--- src/url_query_string_decoder_defines.svh ---
// assertion macros used by the query string decoder rtl
`ifndef URL_QUERY_STRING_DECODER_DEFINES_SVH
`define URL_QUERY_STRING_DECODER_DEFINES_SVH

// same-cycle implication, sampled on clk, off while rst is high
`define UQSD_ASSERT_IMP(label, ante, cons, msg) \
  label: assert property (@(posedge clk) disable iff (rst) (ante) |-> (cons)) else $error(msg);

// next-cycle implication, sampled on clk, off while rst is high
`define UQSD_ASSERT_NXT(label, ante, cons, msg) \
  label: assert property (@(posedge clk) disable iff (rst) (ante) |=> (cons)) else $error(msg);

`endif

--- src/uqsd_pkg.sv ---
// types, character codes and helpers for the query string decoder
`default_nettype none

package uqsd_pkg;

  localparam logic [7:0] CH_PLUS  = 8'h2B;
  localparam logic [7:0] CH_PCT   = 8'h25;
  localparam logic [7:0] CH_EQ    = 8'h3D;
  localparam logic [7:0] CH_AMP   = 8'h26;
  localparam logic [7:0] CH_SPACE = 8'h20;

  typedef enum logic [1:0] {
    PH_KEY_START = 2'd0,
    PH_IN_KEY    = 2'd1,
    PH_IN_VALUE  = 2'd2
  } phase_t;

  typedef enum logic [1:0] {
    ESC_NONE = 2'd0,
    ESC_HIGH = 2'd1,
    ESC_LOW  = 2'd2
  } escape_t;

  typedef enum logic [2:0] {
    EK_NONE        = 3'd0,
    EK_KEY_VALUE   = 3'd1,
    EK_KEY_ONLY    = 3'd2,
    EK_VALUE_END   = 3'd3,
    EK_VALUE_EMPTY = 3'd4
  } end_kind_t;

  typedef struct packed {
    phase_t     phase;
    escape_t    escape_step;
    logic [3:0] high_nibble;
    logic       value_has_bytes;
    logic       error_seen;
  } state_t;

  localparam state_t STATE_RESET = '{
    phase:           PH_KEY_START,
    escape_step:     ESC_NONE,
    high_nibble:     4'd0,
    value_has_bytes: 1'b0,
    error_seen:      1'b0
  };

  typedef struct packed {
    logic [7:0] out_byte;
    logic       byte_valid;
    logic       in_value;
    end_kind_t  end_kind;
    logic       parse_error;
    logic       query_done;
  } result_t;

  // msb set when the character is not a hex digit
  function automatic logic [4:0] hex_val(input logic [7:0] c);
    logic [4:0] r;
    r = 5'h10;
    if (c >= 8'h30 && c <= 8'h39) begin
      r = {1'b0, 4'(c - 8'h30)};
    end else if (c >= 8'h41 && c <= 8'h46) begin
      r = {1'b0, 4'(c - 8'h37)};
    end else if (c >= 8'h61 && c <= 8'h66) begin
      r = {1'b0, 4'(c - 8'h57)};
    end
    return r;
  endfunction

endpackage

`default_nettype wire

--- src/uqsd_in_if.sv ---
// input and output channel interfaces of the query string decoder
`default_nettype none

interface uqsd_in_if;
  logic       valid;
  logic       ready;
  logic [7:0] in_byte;
  logic       in_last;

  modport source (output valid, output in_byte, output in_last, input ready);
  modport sink (input valid, input in_byte, input in_last, output ready);
endinterface

interface uqsd_out_if;
  logic       valid;
  logic       ready;
  logic [7:0] out_byte;
  logic       byte_valid;
  logic       in_value;
  logic [2:0] end_kind;
  logic       parse_error;
  logic       query_done;

  modport source (output valid, output out_byte, output byte_valid, output in_value,
                  output end_kind, output parse_error, output query_done, input ready);
  modport sink (input valid, input out_byte, input byte_valid, input in_value,
                input end_kind, input parse_error, input query_done, output ready);
endinterface

`default_nettype wire

--- src/url_query_string_decoder.sv ---
// Query string decoder: takes one raw character per transaction and returns exactly one
// result per character, one character per cycle sustained while results are taken. A
// character is captured in an input register and decoded against the parser state by
// combinational logic. The result register is loaded from the input register when the
// result register is free or its result is taken in that cycle. The parser state (phase,
// escape step, high nibble, value flag, sticky error) is updated in that same decode
// cycle, which sets the one-per-cycle rate. The input side keeps accepting while a
// result waits to be taken. It stalls only when both registers are full and the waiting
// result is not taken in that cycle. After the final character of a query all parser
// state, the error flag included, returns to reset.
`default_nettype none

module url_query_string_decoder (
  input  logic           clk,
  input  logic           rst,
  uqsd_in_if.sink        in_ch,
  uqsd_out_if.source     out_ch
);

`include "url_query_string_decoder_defines.svh"

  logic              s1_valid;
  logic [7:0]        s1_byte;
  logic              s1_last;
  logic              o_valid;
  uqsd_pkg::result_t o_res;
  uqsd_pkg::state_t  state;
  uqsd_pkg::state_t  state_next;
  uqsd_pkg::result_t res_next;
  logic              s1_adv;

  assign s1_adv      = s1_valid && (!o_valid || out_ch.ready);
  assign in_ch.ready = !s1_valid || s1_adv;

  uqsd_core u_core (
    .st      (state),
    .in_byte (s1_byte),
    .in_last (s1_last),
    .st_next (state_next),
    .res     (res_next)
  );

  always_ff @(posedge clk) begin
    if (rst) begin
      s1_valid <= 1'b0;
      o_valid  <= 1'b0;
      state    <= uqsd_pkg::STATE_RESET;
    end else begin
      if (in_ch.valid && in_ch.ready) begin
        s1_valid <= 1'b1;
        s1_byte  <= in_ch.in_byte;
        s1_last  <= in_ch.in_last;
      end else if (s1_adv) begin
        s1_valid <= 1'b0;
      end
      if (s1_adv) begin
        o_valid <= 1'b1;
        o_res   <= res_next;
        state   <= state_next;
      end else if (out_ch.ready) begin
        o_valid <= 1'b0;
      end
    end
  end

  assign out_ch.valid       = o_valid;
  assign out_ch.out_byte    = o_res.out_byte;
  assign out_ch.byte_valid  = o_res.byte_valid;
  assign out_ch.in_value    = o_res.in_value;
  assign out_ch.end_kind    = o_res.end_kind;
  assign out_ch.parse_error = o_res.parse_error;
  assign out_ch.query_done  = o_res.query_done;

  `UQSD_ASSERT_NXT(a_reset_after_last, s1_adv && s1_last,
                   state == uqsd_pkg::STATE_RESET,
                   "state not cleared after final character")
  `UQSD_ASSERT_IMP(a_no_zero_byte, o_valid && o_res.byte_valid,
                   o_res.out_byte != 8'd0,
                   "decoded zero byte emitted")
  `UQSD_ASSERT_IMP(a_empty_value, o_valid && o_res.end_kind == uqsd_pkg::EK_VALUE_EMPTY,
                   o_res.in_value && !o_res.byte_valid,
                   "empty value marker outside a value")
  `UQSD_ASSERT_IMP(a_ready_when_free, !s1_valid, in_ch.ready,
                   "input stalled with empty input register")

endmodule

`default_nettype wire

--- src/uqsd_core.sv ---
// per-character decode: next state and result from current state and one character
`default_nettype none

module uqsd_core (
  input  uqsd_pkg::state_t  st,
  input  logic [7:0]        in_byte,
  input  logic              in_last,
  output uqsd_pkg::state_t  st_next,
  output uqsd_pkg::result_t res
);

  uqsd_pkg::phase_t  ph;
  logic              esc_pend;
  logic [4:0]        hx;
  logic [7:0]        d_ob;
  logic              d_bv;
  logic              d_err;
  uqsd_pkg::escape_t d_esc;
  logic [3:0]        d_hn;
  logic              d_pend;
  logic              err;
  logic              is_sep;
  uqsd_pkg::state_t  nxt;

  assign esc_pend = (st.escape_step == uqsd_pkg::ESC_HIGH) ||
                    (st.escape_step == uqsd_pkg::ESC_LOW);
  assign hx       = uqsd_pkg::hex_val(in_byte);
  assign is_sep   = (in_byte == uqsd_pkg::CH_EQ) || (in_byte == uqsd_pkg::CH_AMP);

  always_comb begin
    ph = st.phase;
    if (st.phase != uqsd_pkg::PH_IN_KEY && st.phase != uqsd_pkg::PH_IN_VALUE) begin
      ph = uqsd_pkg::PH_KEY_START;
    end
  end

  // data character, escape handling
  always_comb begin
    d_ob  = 8'd0;
    d_bv  = 1'b0;
    d_err = 1'b0;
    d_esc = uqsd_pkg::ESC_NONE;
    d_hn  = st.high_nibble;
    case (st.escape_step)
      uqsd_pkg::ESC_HIGH: begin
        if (hx[4]) begin
          d_err = 1'b1;
        end else begin
          d_hn  = hx[3:0];
          d_esc = uqsd_pkg::ESC_LOW;
        end
      end
      uqsd_pkg::ESC_LOW: begin
        if (hx[4] || {st.high_nibble, hx[3:0]} == 8'd0) begin
          d_err = 1'b1;
        end else begin
          d_ob = {st.high_nibble, hx[3:0]};
          d_bv = 1'b1;
        end
      end
      default: begin
        if (in_byte == uqsd_pkg::CH_PCT) begin
          d_esc = uqsd_pkg::ESC_HIGH;
        end else if (in_byte == uqsd_pkg::CH_PLUS) begin
          d_ob = uqsd_pkg::CH_SPACE;
          d_bv = 1'b1;
        end else if (in_byte == 8'd0) begin
          d_err = 1'b1;
        end else begin
          d_ob = in_byte;
          d_bv = 1'b1;
        end
      end
    endcase
    d_pend = (d_esc != uqsd_pkg::ESC_NONE);
  end

  always_comb begin
    nxt            = st;
    nxt.phase      = ph;
    res.out_byte   = 8'd0;
    res.byte_valid = 1'b0;
    res.in_value   = 1'b0;
    res.end_kind   = uqsd_pkg::EK_NONE;
    res.query_done = in_last;
    err            = 1'b0;
    if (ph == uqsd_pkg::PH_KEY_START && is_sep) begin
      // separator before a key is skipped
    end else if (ph != uqsd_pkg::PH_IN_VALUE) begin
      if (is_sep) begin
        err             = esc_pend;
        nxt.escape_step = uqsd_pkg::ESC_NONE;
        if (in_byte == uqsd_pkg::CH_EQ && !in_last) begin
          res.end_kind        = uqsd_pkg::EK_KEY_VALUE;
          nxt.phase           = uqsd_pkg::PH_IN_VALUE;
          nxt.value_has_bytes = 1'b0;
        end else begin
          res.end_kind = uqsd_pkg::EK_KEY_ONLY;
          nxt.phase    = uqsd_pkg::PH_KEY_START;
        end
      end else begin
        nxt.phase       = uqsd_pkg::PH_IN_KEY;
        res.out_byte    = d_ob;
        res.byte_valid  = d_bv;
        nxt.escape_step = d_esc;
        nxt.high_nibble = d_hn;
        err             = d_err || (in_last && d_pend);
        if (in_last) begin
          res.end_kind = uqsd_pkg::EK_KEY_ONLY;
        end
      end
    end else begin
      res.in_value = 1'b1;
      if (in_byte == uqsd_pkg::CH_AMP) begin
        err                 = esc_pend;
        nxt.escape_step     = uqsd_pkg::ESC_NONE;
        res.end_kind        = st.value_has_bytes ? uqsd_pkg::EK_VALUE_END
                                                 : uqsd_pkg::EK_VALUE_EMPTY;
        nxt.phase           = uqsd_pkg::PH_KEY_START;
        nxt.value_has_bytes = 1'b0;
      end else begin
        nxt.value_has_bytes = 1'b1;
        res.out_byte        = d_ob;
        res.byte_valid      = d_bv;
        nxt.escape_step     = d_esc;
        nxt.high_nibble     = d_hn;
        err                 = d_err || (in_last && d_pend);
        if (in_last) begin
          res.end_kind = uqsd_pkg::EK_VALUE_END;
        end
      end
    end
    nxt.error_seen  = st.error_seen || err;
    res.parse_error = nxt.error_seen;
    st_next         = in_last ? uqsd_pkg::STATE_RESET : nxt;
  end

endmodule

`default_nettype wire
--- src/flat_wrapper.sv ---
// flat-port wrapper written by rule: the top's interface ports become plain ports
module url_query_string_decoder_flat 
  (clk, rst, in_ch_valid, in_ch_in_byte, in_ch_in_last, in_ch_ready, out_ch_valid, out_ch_out_byte, out_ch_byte_valid, out_ch_in_value, out_ch_end_kind, out_ch_parse_error, out_ch_query_done, out_ch_ready);
  uqsd_in_if in_ch_i ();
  uqsd_out_if out_ch_i ();
  input  logic clk;
  input  logic rst;
  input wire logic [$bits(in_ch_i.valid)-1:0] in_ch_valid;
  input wire logic [$bits(in_ch_i.in_byte)-1:0] in_ch_in_byte;
  input wire logic [$bits(in_ch_i.in_last)-1:0] in_ch_in_last;
  output wire logic [$bits(in_ch_i.ready)-1:0] in_ch_ready;
  output wire logic [$bits(out_ch_i.valid)-1:0] out_ch_valid;
  output wire logic [$bits(out_ch_i.out_byte)-1:0] out_ch_out_byte;
  output wire logic [$bits(out_ch_i.byte_valid)-1:0] out_ch_byte_valid;
  output wire logic [$bits(out_ch_i.in_value)-1:0] out_ch_in_value;
  output wire logic [$bits(out_ch_i.end_kind)-1:0] out_ch_end_kind;
  output wire logic [$bits(out_ch_i.parse_error)-1:0] out_ch_parse_error;
  output wire logic [$bits(out_ch_i.query_done)-1:0] out_ch_query_done;
  input wire logic [$bits(out_ch_i.ready)-1:0] out_ch_ready;
  assign in_ch_i.valid = in_ch_valid;
  assign in_ch_i.in_byte = in_ch_in_byte;
  assign in_ch_i.in_last = in_ch_in_last;
  assign in_ch_ready = in_ch_i.ready;
  assign out_ch_valid = out_ch_i.valid;
  assign out_ch_out_byte = out_ch_i.out_byte;
  assign out_ch_byte_valid = out_ch_i.byte_valid;
  assign out_ch_in_value = out_ch_i.in_value;
  assign out_ch_end_kind = out_ch_i.end_kind;
  assign out_ch_parse_error = out_ch_i.parse_error;
  assign out_ch_query_done = out_ch_i.query_done;
  assign out_ch_i.ready = out_ch_ready;
  url_query_string_decoder u_core (.clk(clk), .rst(rst), .in_ch(in_ch_i), .out_ch(out_ch_i));
endmodule
--- config.mk ---
export PLATFORM = sky130hd
export DESIGN_NAME = url_query_string_decoder_flat
export DESIGN_NICKNAME = d
export VERILOG_FILES = /design/src/uqsd_pkg.sv /design/src/uqsd_in_if.sv /design/src/url_query_string_decoder.sv /design/src/uqsd_core.sv /design/src/flat_wrapper.sv
export VERILOG_INCLUDE_DIRS = /design/src /design/src/src
export SDC_FILE = /design/constraint.sdc
export NUM_CORES = 1
export LEC_CHECK = 0
export BUFFER_PORTS_ARGS = -buffer_cell sky130_fd_sc_hd__buf_2
export CAP_MARGIN = 5
export CORE_MARGIN = 3
export CORE_UTILIZATION = 54
export CTS_CLUSTER_SIZE = 25
export DETAILED_ROUTE_END_ITERATION = 16
export PLACE_DENSITY_LB_ADDON = 0.05
export SETUP_SLACK_MARGIN = 0.3
export SLEW_MARGIN = 20
export SYNTH_ARGS = -nofsm -noshare
export SYNTH_HDL_FRONTEND = slang
export SYNTH_SLANG_ARGS = --single-unit
--- constraint.sdc ---
create_clock -name clk -period 3.85 [get_ports clk]
set_input_delay 0.77 -clock clk [delete_from_list [all_inputs] [get_ports clk]]
set_output_delay 0.77 -clock clk [all_outputs]
set_load 0.02 [all_outputs]
==> impl_metrics.env <==
export IMPL_status="complete, no violations"
export IMPL_yosysTopAreaCellShare_pct=34.2
export IMPL_p_sw_w=0.000185
export IMPL_crit_chain="inv_1 > ha_1 > o21bai_1 > a21oi_1 > or2_0 > o311a_1 > a2111oi_2"
export IMPL_synth_ff_type="edfxtp_1"
export IMPL_clk_latency_ps=290
export IMPL_ant_nets=0
export IMPL_syn_cell_area_um2=2110
export IMPL_synthCells=213
export IMPL_critPathSlowestCell="edfxtp_1"
export IMPL_ir_worst_vdd_uv=266
export IMPL_fin_ws_ps=1350
export IMPL_wl_per_cell_um=16.1
export IMPL_cp_slowest_stage_delay_ps=510
export IMPL_cp_end_kind="flip-flop"
export IMPL_internal_power_w=0.000614
export IMPL_die_y_um=68.5
export IMPL_vias=1812
export IMPL_finalCritPeriodShare_pct=64.8
export IMPL_grt_pass1_vias=1671
export IMPL_fmax_mhz=401
export IMPL_synthTopCellsByArea="edfxtp_1 (34%), dfxtp_1 (11%), ha_1 (5.9%), a21oi_1 (3.8%), inv_1 (3.0%)"
export IMPL_placed_area_um2=2270
export IMPL_fin_skew_ps=5.71
export IMPL_core_area_um2=3720
export IMPL_fin_setup_tns_ps=0
export IMPL_place_congestion=0.931
export IMPL_hpwlAfterDp_mm=3.48
export IMPL_synth_edf_count=24
export IMPL_ys_top_cells_by_count="edfxtp_1 (24), inv_1 (17), a21oi_1 (16), nor2_1 (14)"
export IMPL_synth_cell_type_count=54
export IMPL_drc_errors=0
export IMPL_swShare_pct=23.2
export IMPL_portBuffers=29
export IMPL_grt_total_usage_pct=22.7
export IMPL_comb_power_share_pct=8.1
export IMPL_setup_violations=0
export IMPL_drive_above_1_share_pct=17.4
export IMPL_syn_avg_cell_area_um2=9.90
export IMPL_start_util_pct=56.8
export IMPL_cts_tree="yes"
export IMPL_rsz0062_at_grt="false"
export IMPL_globalRouteOverflowTotal=0
export IMPL_seqPwrFrac_pct=54.4
export IMPL_yosysMostFrequentCell="edfxtp_1"
export IMPL_period_needed_ps=2500
export IMPL_cts_setup_buffers=0
export IMPL_hold_class="flip-flop to flip-flop"
export IMPL_yosysWarnings=0
export IMPL_clk_path_buf_depth=2
export IMPL_startpoint_type="flip-flop"
export IMPL_dr_first_iter_drc_count=208
export IMPL_cp_max_fo=8
export IMPL_drv_slew=0
export IMPL_drv_cap=0
export IMPL_place_ws_ps=1380
export IMPL_path_class="flip-flop to flip-flop"
export IMPL_cts_resized=0
export IMPL_dieArea_um2=4690
export IMPL_antenna_cells=0
export IMPL_hold_buffers=0
export IMPL_finalInstanceArea_um2=2380
export IMPL_vias_per_cell=6.27
export IMPL_required_ps=4050
export IMPL_slew_headroom_pct=59.8
export IMPL_numCtsBuffers=5
export IMPL_grt_max_degree=19
export IMPL_syn_nets=236
export IMPL_cts_htree_levels=2
export IMPL_yosys_register_bits=36
export IMPL_hold_depth=2
export IMPL_clkPwrFrac_pct=37.6
export IMPL_reg2reg_depth=7
export IMPL_cp_arrival_ps=2690
export IMPL_ys_seq_area_share_pct=45.6
export IMPL_clock_sinks=36
export IMPL_worstMarginPinSlew_ps=603
export IMPL_root_buffer="clkbuf_8"
export IMPL_powerDensity_nw_per_um2=336
export IMPL_rows=22
export IMPL_yosysTopAreaCell="edfxtp_1"
export IMPL_hold_viol=0
export IMPL_nets=263
export IMPL_fp_dieW_um=68.5
export IMPL_grt_pass1_wl_mm=7.89
export IMPL_drt_pass1_iter_count=5
export IMPL_area_growth_pct=12.7
export IMPL_clkTransAtPathRegs_ps=70
export IMPL_io_pins=30
export IMPL_leakage_nw=0.902
export IMPL_totalWireLength_mm=4.65
export IMPL_antenna_found_initial=0
export IMPL_async_flop_share_pct=0
[logic make-up after synthesis]
group,count (synthesis),share of synthesized area [%]
compound gates,75,24.3
xor+xnor,1,0.415
fa+ha+maj,10,5.93
buf+inv,27,5.28
flops,36,45.6
mux,4,1.96
simple gates,60,16.6
[cell usage in the layout, fill, tap and decap left out, types with 4 or more instances in the layout]
master    count
a31oi_1       5
clkbuf_8      5
inv_1        17
o21ai_0      12
a22oi_1       4
a211oi_1      6
edfxtp_1     24
buf_2        29
nor2_1       14
ha_1         10
nand4_1       4
dfxtp_1      12
o32ai_1       5
a21oi_1      16
nand2_1      10
[metrics by stage]
step / total power, W / hold WS [ps] / cells / util, %
after floorplan: 0.000484 / 424 / 213 / -
after global placement: 0.000506 / 462 / 281 / 61.2
after detailed placement: 0.000507 / 472 / 281 / 61.2
after CTS: 0.000805 / 482 / 289 / 64.0
after global routing: 0.000831 / 522 / 289 / 64.0
final: 0.000799 / 474 / 289 / 64.0
[path summary, 6_finish.rpt]
path	slack, ps	end	from
setup / recovery	1350	u_core.state[0]	u_core.s1_byte[1]
hold / removal	470	u_core.state[6]	u_core.state[6]
setup reg to reg	1350	u_core.state[0]	u_core.s1_byte[1]
hold reg to reg	470	u_core.state[6]	u_core.state[6]
[registers in the layout (all words and copies together) (netlist names)]
register and cells:
u_core.out_ch.parse_error 1, u_core.s1_valid 1, u_core.out_ch.out_byte 8, u_core.out_ch.in_value 1, u_core.s1_byte 8, u_core.s1_last 1, u_core.out_ch.end_kind 3, u_core.out_ch.byte_valid 1
u_core.state 10, u_core.out_ch.query_done 1, u_core.out_ch.valid 1
[power by group through the flow]
stage	Sequential (W)	Clock, W	Combinational, W
finish	0.000434	0.000300	0.0000644
global route	0.000436	0.000323	0.0000715
CTS	0.000434	0.000307	0.0000643
detailed placement	0.000443	0	0.0000640
global placement	0.000442	0	0.0000634
floorplan	0.000443	0	0.0000411
[routing by layer]
metal	track usage, %	vias up	wire, µm
met5	0	-	0
met4	8.93	0	106
met3	6.00	13	392
met2	34.7	94	2130
met1	30.5	832	2020
li1	-	873	-
[worst max-delay path, delay by kind of cell (launching register included)]
family	cells	cell delay (ps)
compound gates	4	1150
fa+ha+maj	1	310
buf+inv	1	150
flops	1	510
simple gates	1	290
[final cells by class]
cell class,instances,area (µm²)
clock buffers,7,97.6
clock inverters,1,5.00
fillers,311,1340
inverters,17,63.8
multi-input cells,150,1040
flip-flops and latches,36,961
well taps,48,60.1
repair buffers,30,153
Note: power is estimated with default switching activity, not from simulation.
